[src/rtl/core/fan_speed_timer_controller_defines.svh]
// Assertion macros shared by the fan speed timer controller RTL.
`ifndef FAN_SPEED_TIMER_CONTROLLER_DEFINES_SVH
`define FAN_SPEED_TIMER_CONTROLLER_DEFINES_SVH

`ifndef ASSERT_OFF
// Concurrent property check, clocked and disabled during reset
`define ASSERT_PROP(lbl, clk, rst_n, prop, msg) \
    lbl: assert property (@(posedge clk) disable iff (!rst_n) prop) else $error(msg);
// Condition that must never hold at a clock edge outside reset
`define ASSERT_NEVER(lbl, clk, rst_n, cond, msg) \
    lbl: assert property (@(posedge clk) disable iff (!rst_n) !(cond)) else $error(msg);
`else
`define ASSERT_PROP(lbl, clk, rst_n, prop, msg)
`define ASSERT_NEVER(lbl, clk, rst_n, cond, msg)
`endif

`endif

[src/rtl/core/fst_pkg.sv]
package fst_pkg;

    // configuration register indexes
    localparam logic [1:0] REG_COUNTDOWN_START  = 2'd0;
    localparam logic [1:0] REG_TICKS_PER_SECOND = 2'd1;
    localparam logic [1:0] REG_DUTY_LOW_SPEED   = 2'd2;
    localparam logic [1:0] REG_DUTY_HIGH_SPEED  = 2'd3;

    localparam logic [7:0] COUNTDOWN_START_RST  = 8'd10;
    localparam logic [7:0] TICKS_PER_SECOND_RST = 8'd250;
    localparam logic [7:0] DUTY_LOW_SPEED_RST   = 8'd127;
    localparam logic [7:0] DUTY_HIGH_SPEED_RST  = 8'd229;

    // button bit positions (active low)
    localparam int unsigned BTN_TIMER = 0;
    localparam int unsigned BTN_HIGH  = 1;
    localparam int unsigned BTN_LOW   = 2;
    localparam int unsigned BTN_STOP  = 3;

    // display digit positions
    localparam logic [1:0] DIG_THOUSANDS = 2'd0;
    localparam logic [1:0] DIG_HUNDREDS  = 2'd1;
    localparam logic [1:0] DIG_TENS      = 2'd2;

    localparam logic [7:0] SEG_ZERO   = 8'h3F;
    localparam logic [7:0] SEG_ONE    = 8'h06;
    localparam logic [7:0] SEG_TWO    = 8'h5B;
    localparam logic [3:0] SELECT_OFF = 4'hF;

    typedef enum logic [4:0] {
        MODE_NONE    = 5'b00001,
        MODE_EXPIRED = 5'b00010,
        MODE_HIGH    = 5'b00100,
        MODE_LOW     = 5'b01000,
        MODE_STOPPED = 5'b10000
    } mode_t;

    typedef struct packed {
        logic [7:0] countdown_start;
        logic [7:0] ticks_per_second;
        logic [7:0] duty_low_speed;
        logic [7:0] duty_high_speed;
    } cfg_t;

    typedef struct packed {
        logic [3:0] buttons_n;
        logic       timer_tick;
    } item_t;

    typedef struct packed {
        logic [7:0] pwm_duty;
        logic [7:0] speed_segments;
        logic [7:0] led_bar;
        logic [3:0] digit_select_n;
        logic [7:0] digit_segments;
        logic       timer_active;
    } result_t;

    typedef struct packed {
        logic [7:0] cd_sub;
        logic [7:0] cd_sec;
        logic [7:0] free_sub;
        logic [7:0] free_sec;
        logic       display_on;
        mode_t      mode;
        logic [1:0] digit_pos;
        logic [7:0] duty;
        logic [7:0] speed_seg;
        logic [7:0] led;
        logic [7:0] digit_seg;
        logic [3:0] select_n;
    } state_t;

    function automatic logic [7:0] seg_of(input logic [3:0] d);
        case (d)
            4'd0:    seg_of = 8'h3F;
            4'd1:    seg_of = 8'h06;
            4'd2:    seg_of = 8'h5B;
            4'd3:    seg_of = 8'h4F;
            4'd4:    seg_of = 8'h66;
            4'd5:    seg_of = 8'h6D;
            4'd6:    seg_of = 8'h7D;
            4'd7:    seg_of = 8'h27;
            4'd8:    seg_of = 8'h7F;
            4'd9:    seg_of = 8'h67;
            default: seg_of = 8'h3F;
        endcase
    endfunction

    // thermometer pattern with idx+1 lit LEDs
    function automatic logic [7:0] bar_of(input logic [2:0] idx);
        bar_of = 8'hFF >> (3'd7 - idx);
    endfunction

    function automatic logic [3:0] sel_of(input logic [1:0] pos);
        sel_of = ~(4'b0001 << pos);
    endfunction

    // decimal digit of an 8-bit value; tens found by multiply with 205/2048
    function automatic logic [3:0] digit_of(input logic [7:0] v, input logic [1:0] pos);
        logic [1:0]  hund;
        logic [6:0]  rem;
        logic [14:0] prod;
        logic [3:0]  tens;
        logic [6:0]  tens_x10;
        logic [3:0]  ones;
        hund     = (v >= 8'd200) ? 2'd2 : ((v >= 8'd100) ? 2'd1 : 2'd0);
        rem      = 7'(v - 8'(8'(hund) * 8'd100));
        prod     = 15'(rem) * 15'd205;
        tens     = 4'(prod >> 11);
        tens_x10 = 7'(tens) * 7'd10;
        ones     = 4'(rem - tens_x10);
        case (pos)
            DIG_THOUSANDS: digit_of = 4'd0;
            DIG_HUNDREDS:  digit_of = {2'b00, hund};
            DIG_TENS:      digit_of = tens;
            default:       digit_of = ones;
        endcase
    endfunction

endpackage

[src/rtl/core/fan_speed_timer_controller.sv]
// Channel   Dir  Fields (tdata, lowest bit first)
// s_axis    in   buttons_n[3:0], timer_tick[4], zero pad [7:5]
// m_axis    out  pwm_duty[7:0], speed_segments[15:8], led_bar[23:16],
//                digit_select_n[27:24], digit_segments[35:28], timer_active[36], pad
// cfg       in   cfg_wr_en, cfg_addr (register index), cfg_wr_data
//
// One word per cycle sustained while m_tready stays high; each word passes the input
// register and then the result register, and m_tvalid rises once its result is written.
// The pass is an input register, one level of step logic, then the result register.
// aresetn is synchronous and active low; it clears the loop state and both stages.
// A stalled m_ side holds its word; the input stage still takes a word if the
// result register empties in the same cycle.
`include "fan_speed_timer_controller_defines.svh"

module fan_speed_timer_controller
    import fst_pkg::*;
(
    input  logic        aclk,
    input  logic        aresetn,
    input  logic        s_tvalid,
    output logic        s_tready,
    input  logic [7:0]  s_tdata,   // buttons_n[3:0], timer_tick[4]
    output logic        m_tvalid,
    input  logic        m_tready,
    output logic [39:0] m_tdata,   // pwm_duty, speed_segments, led_bar, digit_select_n,
                                   // digit_segments, timer_active
    input  logic        cfg_wr_en,
    input  logic [1:0]  cfg_addr,
    input  logic [7:0]  cfg_wr_data
);

    logic    in_valid_reg;
    item_t   in_item_reg;
    logic    out_valid_reg;
    result_t out_res_reg;
    state_t  state_reg;
    state_t  state_next;
    result_t res_next;
    cfg_t    cfg_reg;
    logic    advance;

    assign advance  = in_valid_reg && (!out_valid_reg || m_tready);
    assign s_tready = !in_valid_reg || advance;

    always_ff @(posedge aclk) begin
        if (!aresetn) begin
            in_valid_reg <= 1'b0;
        end else if (s_tready) begin
            in_valid_reg <= s_tvalid;
        end
    end

    always_ff @(posedge aclk) begin
        if (s_tready && s_tvalid) begin
            in_item_reg <= '{buttons_n: s_tdata[3:0], timer_tick: s_tdata[4]};
        end
    end

    always_ff @(posedge aclk) begin
        if (!aresetn) begin
            cfg_reg <= '{countdown_start:  COUNTDOWN_START_RST,
                         ticks_per_second: TICKS_PER_SECOND_RST,
                         duty_low_speed:   DUTY_LOW_SPEED_RST,
                         duty_high_speed:  DUTY_HIGH_SPEED_RST};
        end else if (cfg_wr_en) begin
            case (cfg_addr)
                REG_COUNTDOWN_START:  cfg_reg.countdown_start  <= cfg_wr_data;
                REG_TICKS_PER_SECOND: cfg_reg.ticks_per_second <= cfg_wr_data;
                REG_DUTY_LOW_SPEED:   cfg_reg.duty_low_speed   <= cfg_wr_data;
                REG_DUTY_HIGH_SPEED:  cfg_reg.duty_high_speed  <= cfg_wr_data;
                default:              cfg_reg <= cfg_reg;
            endcase
        end
    end

    fst_step u_step (
        .st      (state_reg),
        .cfg     (cfg_reg),
        .item    (in_item_reg),
        .st_next (state_next),
        .res     (res_next)
    );

    always_ff @(posedge aclk) begin
        if (!aresetn) begin
            state_reg <= '{cd_sub:     8'd0,
                           cd_sec:     COUNTDOWN_START_RST,
                           free_sub:   8'd0,
                           free_sec:   8'd0,
                           display_on: 1'b0,
                           mode:       MODE_NONE,
                           digit_pos:  2'd0,
                           duty:       8'd0,
                           speed_seg:  8'd0,
                           led:        8'd0,
                           digit_seg:  8'd0,
                           select_n:   SELECT_OFF};
        end else if (advance) begin
            state_reg <= state_next;
        end
    end

    always_ff @(posedge aclk) begin
        if (!aresetn) begin
            out_valid_reg <= 1'b0;
        end else if (advance) begin
            out_valid_reg <= 1'b1;
        end else if (m_tready) begin
            out_valid_reg <= 1'b0;
        end
    end

    always_ff @(posedge aclk) begin
        if (advance) begin
            out_res_reg <= res_next;
        end
    end

    assign m_tvalid = out_valid_reg;
    assign m_tdata  = {3'b000,
                       out_res_reg.timer_active,
                       out_res_reg.digit_segments,
                       out_res_reg.digit_select_n,
                       out_res_reg.led_bar,
                       out_res_reg.speed_segments,
                       out_res_reg.pwm_duty};

    `ASSERT_PROP(a_in_room, aclk, aresetn, !in_valid_reg |-> s_tready,
                 "empty input stage refused a word")
    `ASSERT_PROP(a_sel_onehot, aclk, aresetn,
                 m_tvalid |-> ($onehot(~m_tdata[27:24]) || m_tdata[27:24] == SELECT_OFF),
                 "digit select not one-hot or off")
    `ASSERT_PROP(a_cd_hold, aclk, aresetn,
                 advance && !in_item_reg.timer_tick && in_item_reg.buttons_n[BTN_TIMER]
                 |=> $stable(state_reg.cd_sec),
                 "countdown moved without tick or timer button")
    `ASSERT_PROP(a_stop_duty, aclk, aresetn,
                 advance && !in_item_reg.buttons_n[BTN_STOP] |=> m_tvalid && m_tdata[7:0] == 8'd0,
                 "stop button left duty non-zero")

endmodule

[src/rtl/core/fst_step.sv]
module fst_step
    import fst_pkg::*;
(
    input  state_t  st,
    input  cfg_t    cfg,
    input  item_t   item,
    output state_t  st_next,
    output result_t res
);

    logic [7:0] cd_sub_inc;
    logic [7:0] free_sub_inc;

    assign cd_sub_inc   = st.cd_sub + 8'd1;
    assign free_sub_inc = st.free_sub + 8'd1;

    always_comb begin
        st_next = st;

        // tick handling first
        if (item.timer_tick) begin
            if (cd_sub_inc == cfg.ticks_per_second) begin
                st_next.cd_sub = 8'd0;
                st_next.cd_sec = st.cd_sec - 8'd1;
            end else begin
                st_next.cd_sub = cd_sub_inc;
            end
            if (free_sub_inc == cfg.ticks_per_second) begin
                st_next.free_sub = 8'd0;
                st_next.free_sec = st.free_sec + 8'd1;
            end else begin
                st_next.free_sub = free_sub_inc;
            end
        end

        // buttons in priority order
        if (!item.buttons_n[BTN_STOP]) begin
            st_next.speed_seg  = SEG_ZERO;
            st_next.duty       = 8'd0;
            st_next.display_on = 1'b0;
            st_next.led        = 8'd0;
            st_next.mode       = MODE_STOPPED;
        end else if (!item.buttons_n[BTN_LOW]) begin
            st_next.speed_seg  = SEG_ONE;
            st_next.duty       = cfg.duty_low_speed;
            st_next.display_on = 1'b0;
            st_next.free_sec   = 8'd0;
            st_next.mode       = MODE_LOW;
        end else if (!item.buttons_n[BTN_HIGH]) begin
            st_next.speed_seg  = SEG_TWO;
            st_next.duty       = cfg.duty_high_speed;
            st_next.display_on = 1'b0;
            st_next.free_sec   = 8'd0;
            st_next.mode       = MODE_HIGH;
        end else if (!item.buttons_n[BTN_TIMER]) begin
            st_next.display_on = 1'b1;
            st_next.cd_sec     = cfg.countdown_start;
            st_next.cd_sub     = 8'd0;
        end

        // drive one countdown digit; stop the fan at zero
        if (st_next.display_on) begin
            st_next.select_n  = sel_of(st.digit_pos);
            st_next.digit_seg = seg_of(digit_of(st_next.cd_sec, st.digit_pos));
            st_next.digit_pos = st.digit_pos + 2'd1;
            if (st_next.cd_sec == 8'd0) begin
                st_next.display_on = 1'b0;
                st_next.speed_seg  = SEG_ZERO;
                st_next.duty       = 8'd0;
                st_next.mode       = MODE_EXPIRED;
                st_next.led        = 8'd0;
            end
        end else begin
            st_next.select_n = SELECT_OFF;
        end

        case (st_next.mode)
            MODE_LOW:  st_next.led = bar_of(st_next.free_sec[2:0]);
            MODE_HIGH: st_next.led = bar_of({st_next.free_sec[1:0], 1'b1});
            default:   st_next.led = st_next.led;
        endcase

        res.pwm_duty       = st_next.duty;
        res.speed_segments = st_next.speed_seg;
        res.led_bar        = st_next.led;
        res.digit_select_n = st_next.select_n;
        res.digit_segments = st_next.digit_seg;
        res.timer_active   = st_next.display_on;
    end

endmodule

[config.mk]
export PLATFORM = sky130hd
export DESIGN_NAME = fan_speed_timer_controller
export DESIGN_NICKNAME = d
export VERILOG_FILES = /design/src/rtl/core/fst_pkg.sv /design/src/rtl/core/fan_speed_timer_controller.sv /design/src/rtl/core/fst_step.sv
export VERILOG_INCLUDE_DIRS = /design/src /design/src/rtl/core
export SDC_FILE = /design/constraint.sdc
export NUM_CORES = 1
export LEC_CHECK = 0
export ABC_AREA = 1
export BUFFER_PORTS_ARGS = -buffer_cell sky130_fd_sc_hd__clkbuf_2
export CAP_MARGIN = 20
export CORE_MARGIN = 2
export CORE_UTILIZATION = 55
export DETAILED_ROUTE_END_ITERATION = 8
export PLACE_DENSITY = 0.71
export SYNTH_ARGS = -nofsm -noshare
export SYNTH_HDL_FRONTEND = slang
export SYNTH_SLANG_ARGS = --single-unit
export TNS_END_PERCENT = 100
[constraint.sdc]
create_clock -name aclk -period 11.1 [get_ports aclk]
set_input_delay 1.665 -clock aclk [delete_from_list [all_inputs] [get_ports aclk]]
set_output_delay 1.665 -clock aclk [all_outputs]
set_load 0.05 [all_outputs]
==> run_results.csv, run 1 <==
group,metric,value,unit
timing,setup_violations,0,
global_route,antenna_found_initial,0,
logic_synthesis,ys_ff_latch,143,
cts,clockBufferDepth,2,
cts,cts_buffers,17,
timing,hold_viol,0,
worst_setup_path,worstSetupStartpoint,"in_item_reg[3]",
worst_setup_path,critical_path.max_stage_delay,0.83,ns
timing,whs,0.4439,ns
drt,first_pass_iters,7,
die,io_pins,65,
drt,ant_nets,0,
cts,clkTransAtPathRegs,0.06,ns
worst_setup_path,critical_path.most_common_cell,"nand2_1",
die,fp-row-count,45,
logic_synthesis,synth_edf_count,42,
cts,cts_setup_buffers,0,
worst_setup_path,crit_path_end_kind,"flip-flop",
worst_setup_path,worst_path_max_delay_cell,"edfxtp_1",
logic_synthesis,ys_top_cells_by_area,"dfxtp_1, edfxtp_1, nand2_1",
worst_setup_path,crit_arrival,8.89,ns
logic_synthesis,syn-cell-area,8366,um^2
cts,cts.sinks,143,
timing,fmax,114.8,MHz
die,core-area,15030,um^2
drt,drc,0,
timing,fin_skew,0.006649,ns
cts,ctsHoldBuffers,0,
finish,final.fill_count,1337,
worst_setup_path,rr_worst_depth,44,
worst_setup_path,path_max_fanout,23,
run_status,run_status,"finished, final reports clean",
timing,rsz0062_at_grt,"no",
die,die-area,16210,um^2
worst_setup_path,cp_top_family,"adder cells",
logic_synthesis,synth_ff_type,"dfxtp_1",
finish,largest_reg_flops,67,
logic_synthesis,synth_top_area_cell,"dfxtp_1",
timing,worst_pin_slew,0.9374,ns
logic_synthesis,syn_area_per_cell,7.689,um^2
placement,portBuffers,58,
die,die_x,127.3,um
worst_setup_path,ff2ff_setup_slack,2.39,ns
timing,min_period_over_period,0.7848,
timing,finalWorstSetupSlack,2.388,ns
logic_synthesis,postSynth.asyncResetShare,0,
worst_setup_path,cp-start-kind,"flip-flop",
worst_setup_path,timing.rr.end,"m_tdata[30]",
hold_path,hp-class,"reg -> reg",
global_route,grt-ovfl-total,0,
worst_setup_path,cp.required,11.28,ns
logic_synthesis,synthTopCellsByCount,"nand2_1, inv_1, nand3_1",
finish,area_growth_syn_to_layout,12.65,%
pwr,power_density,191.5,nW/um^2
cts,cts_tree,"done",
finish,diodes,0,
placement,gp_congestion,0.8805,
drt,wl_per_cell,13.26,um
global_route,grt_pass1_vias,6455,
worst_setup_path,cp-endpoint,"m_tdata[30]",
global_route,grt_max_degree,61,
worst_setup_path,cp.depth,44,
cts,insertion_delay,0.42,ns
placement,hpwlAfterDp,12660,um
placement,pre_cts_ws,2.406,ns
timing,slew_violations,0,
timing,min_period,8.712,ns
logic_synthesis,yosysMostFrequentCell,"nand2_1",
logic_synthesis,synth.top_cell.area_share,0.2417,
global_route,grt_first_pass_wirelength,29790,um
drt,routed_wl,17780,um
global_route,track_usage,0.2251,
drt,vias,7090,
logic_synthesis,yosysUniqueCellTypes,48,
cts,post_cts_resized,0,
worst_setup_path,cp_num_buf_inv,9,
cts,clockRootBuffer,"clkbuf_16",
logic_synthesis,synth.yosys.seq_area_share,0.3925,
drt,first_iter_violations,435,
die,initial_core_util,0.5565,
worst_setup_path,r2r_start,"in_item_reg[3]",
timing,slew_headroom,0.3703,
timing,tns,0,ns
finish,drive_gt1_frac,0.1440,
logic_synthesis,syn_inst,1088,
die,die_y,127.3,um
finish,nNetsFinal,1226,
pwr,vdd_drop_max,134.0,uV
drt,detail_route.vias_per_cell,5.287,
pwr,leakagePower,4.433,nW
cts,cts_max_level,4,
worst_setup_path,crit_type,"reg -> reg",
logic_synthesis,synth_warnings,0,
flow_run,max-cap-violations,0,
cell type report:
type | instances | area [um^2] | share of cell area
clock buffer | 18 | 450.4 | 0.04780
clock inverter | 14 | 155.1 | 0.01646
inverter | 138 | 518.0 | 0.05497
multi-input combinational | 775 | 4432 | 0.4703
sequential | 143 | 3283 | 0.3484
tap | 188 | 235.2 | 0.02496
timing repair buffer | 65 | 350.3 | 0.03717
metrics by stage:
stage / cells / utilization / total power [mW] / area, um^2
3_5_place_dp: 1308 / 0.5856 / 1.234 / 8803
2_1_floorplan: 1090 / - / 1.100 / 8373
5_1_grt: 1341 / 0.6269 / 1.941 / 9424
4_1_cts: 1340 / 0.6259 / 1.816 / 9409
6_report: 1341 / 0.6269 / 1.805 / 9424
3_3_place_gp: 1308 / 0.5856 / 1.223 / 8803
power breakdown:
group,switching [mW],leakage (nW),internal [mW],total [mW]
logic,0.405,2.92,0.237,0.643
clock network,0.233,0.300,0.348,0.581
registers,0.0168,1.21,0.565,0.582
total,0.655,4.43,1.15,1.81
cells by family after synthesis:
kind of cell	after synthesis	share of synthesized area
AND/OR/NAND/NOR	520	0.2884
buffers and inverters	172	0.07912
AO/OA/AOI/OAI	170	0.1165
flip-flops	143	0.3925
adder cells (fa/ha/maj)	63	0.1032
XOR/XNOR	19	0.01989
other	1	0.0004483
per-layer routing:
layer	wire (um)	vias up	part of all wire	global-route usage
li1	-	3674	-	-
met1	8325	3240	0.47	0.2957
met2	8511	159	0.48	0.3797
met3	733	17	0.041	0.04271
met4	207	0	0.012	0.06593
met5	0	-	0	0
worst min path at each step:
stage                       start            end  slack, ns  depth (start not counted)
finish              state_reg[38]  state_reg[38]       0.44                          2
global route           cfg_reg[3]     cfg_reg[3]       0.47                          2
CTS                 state_reg[38]  state_reg[38]       0.45                          2
detailed placement  state_reg[38]  state_reg[38]       0.43                          2
global placement    state_reg[27]  state_reg[27]       0.43                          2
floorplan           state_reg[38]  state_reg[38]       0.42                          2
tightest hold or removal path, stage by stage (launching register included):
cell	delay, ns
dfxtp_1	0.31
nand2_1	0.06
nand2_1	0.04
cells in the final DEF, fill, tap and decap left out, drive strengths merged:
master / n
a21boi: 2
a2bb2oi: 2
a311oi: 5
nor4: 1
a21o: 1
bufinv: 2
nor2: 119
inv: 141
o21bai: 4
a211oi: 3
buf: 7
a22o: 2
xor2: 13
ha: 53
nor3: 10
o22ai: 2
a31o: 1
edfxtp: 42
nand4: 16
o211a: 2
fa: 10
a31oi: 1
a21oi: 62
o211ai: 10
conb: 3
dfxtp: 101
xnor2: 6
o21ai: 73
clkinv: 9
nand2: 254
nand3: 110
or2: 10
clkbuf: 76
No activity file was read; power rests on OpenSTA's default activity.
==> run 2: changes to the inputs <==
clock period = 8.9 ns   (was 11.1 ns; I/O delays follow)
==> run_results.csv, run 2 (same netlist as run 1, synthesis figures left out) <==
group,metric,value,unit
die,initial_core_util,0.5565,
drt,first_iter_violations,527,
worst_setup_path,critical_path.most_common_cell,"nand2_1",
worst_setup_path,cp-start-kind,"flip-flop",
global_route,grt_max_degree,80,
cts,insertion_delay,0.42,ns
timing,min_period,8.263,ns
pwr,p_int,1.371,mW
timing,worst_pin_slew,1.136,ns
worst_setup_path,crit_path_end_kind,"flip-flop",
cts,clockBufferDepth,2,
timing,whs,0.4430,ns
drt,vias,7168,
worst_setup_path,worst_path_max_delay_cell,"fa_1",
finish,final_common_cell,"nand2_1",
cts,clockRootBuffer,"clkbuf_16",
pwr,pwr-share-comb,0.374,
pwr,leakagePower,4.404,nW
cts,clkTransAtPathRegs,0.06,ns
cts,cts_buffers,17,
pwr,clkPwrFrac,0.297,
finish,area_growth_syn_to_layout,12.04,%
cts,cts.sinks,143,
timing,slew_headroom,0.2424,
pwr,vdd_drop_max,147.4,uV
placement,post_dp_cell_area,8818,um^2
drt,ant_nets,0,
timing,hold_viol,0,
finish,final_cell_mix,"nand2_1, inv_1, nand3_1",
drt,drc,0,
finish,final_area,9373,um^2
drt,wl_per_cell,13.52,um
drt,first_pass_iters,5,
cts,cts_max_level,4,
global_route,antenna_found_initial,0,
placement,hpwlAfterDp,12840,um
timing,min_period_over_period,0.9284,
drt,routed_wl,18150,um
timing,slew_violations,0,
worst_setup_path,cp.required,9.08,ns
hold_path,hp-class,"reg -> reg",
pwr,power_density,234.3,nW/um^2
global_route,track_usage,0.2311,
die,die-area,16210,um^2
worst_setup_path,crit_type,"reg -> reg",
pwr,p_sw_frac,0.3755,
finish,largest_reg_flops,67,
flow_run,max-cap-violations,0,
timing,setup_violations,0,
placement,gp_congestion,0.8666,
global_route,grt_first_pass_wirelength,30710,um
timing,fmax,121.0,MHz
timing,fin_skew,0.007075,ns
die,die_x,127.3,um
finish,nNetsFinal,1227,
global_route,grt-ovfl-total,0,
worst_setup_path,critical_path.max_stage_delay,0.47,ns
drt,detail_route.vias_per_cell,5.341,
global_route,grt_pass1_vias,6638,
cts,ctsHoldBuffers,0,
worst_setup_path,path_max_fanout,7,
placement,portBuffers,58,
die,fp-row-count,45,
finish,drive_gt1_frac,0.1456,
run_status,run_status,"finished, final reports clean",
die,io_pins,65,
pwr,pwr-share-seq,0.329,
cts,cts_tree,"done",
worst_setup_path,crit_arrival,8.44,ns
finish,diodes,0,
die,core-area,15030,um^2
die,die_y,127.3,um
pwr,p_sw,824.5,uW
==> run 2: final timing paths <==
path,start,to,slack [ns],depth (start not counted)
setup / recovery,state_reg[68],m_tdata[29],0.64,48
hold / removal,state_reg[11],state_reg[11],0.44,2
setup reg to reg,state_reg[68],m_tdata[29],0.64,48
hold reg to reg,state_reg[11],state_reg[11],0.44,2
==> run 2: power by group through the flow <==
stage	registers, mW	clock network (mW)	logic (mW)
floorplan	0.759	0	0.613
global placement	0.736	0	0.789
detailed placement	0.736	0	0.803
CTS	0.722	0.660	0.812
global route	0.726	0.687	0.960
finish	0.722	0.653	0.820
==> run 2: metrics by stage <==
step,setup WS (ns),std cells,setup TNS [ns],power (mW),utilization
after floorplan,1.646,1090,0,1.372,-
after global placement,0.8021,1310,0,1.524,0.5866
after detailed placement,0.6524,1310,0,1.540,0.5866
after CTS,0.5806,1342,0,2.195,0.6222
after global routing,-0.01787,1342,-0.03755,2.373,0.6235
final,0.6371,1342,0,2.196,0.6235
==> run 2: area by class of cell <==
cell class / instances / area, um^2
well taps: 188 / 235.2
clock buffers: 21 / 450.4
fillers: 1350 / 5660
inverters: 138 / 518.0
multi-input cells: 775 / 4451
flip-flops and latches: 143 / 3283
repair buffers: 66 / 350.3
clock inverters: 11 / 85.08
==> run 2: critical path, delay by kind of cell (launching register included) <==
family                     cells  cell delay (ns)
adders and majority gates     10             3.36
and+or+nand+nor               25             2.67
xor gates and xnor gates       2             0.46
buffers and inverters          7             0.48
DFF                            1             0.45
AOI/OAI and AO/OA              4             0.61
==> run 2: routing by layer <==
| layer | vias to the layer above | global-route usage | wire length (um) |
|---|---|---|---|
| li1 | 3677 | - | - |
| met1 | 3313 | 0.2976 | 8405 |
| met2 | 152 | 0.3951 | 8800 |
| met3 | 26 | 0.03853 | 683 |
| met4 | 0 | 0.07886 | 256 |
| met5 | - | 0 | 0 |
==> run 2: timing repair <==
item | CTS | global route
gates resized for setup | 0 | 3
setup buffers | 0 | 0
setup endpoints to repair | 0 | 4
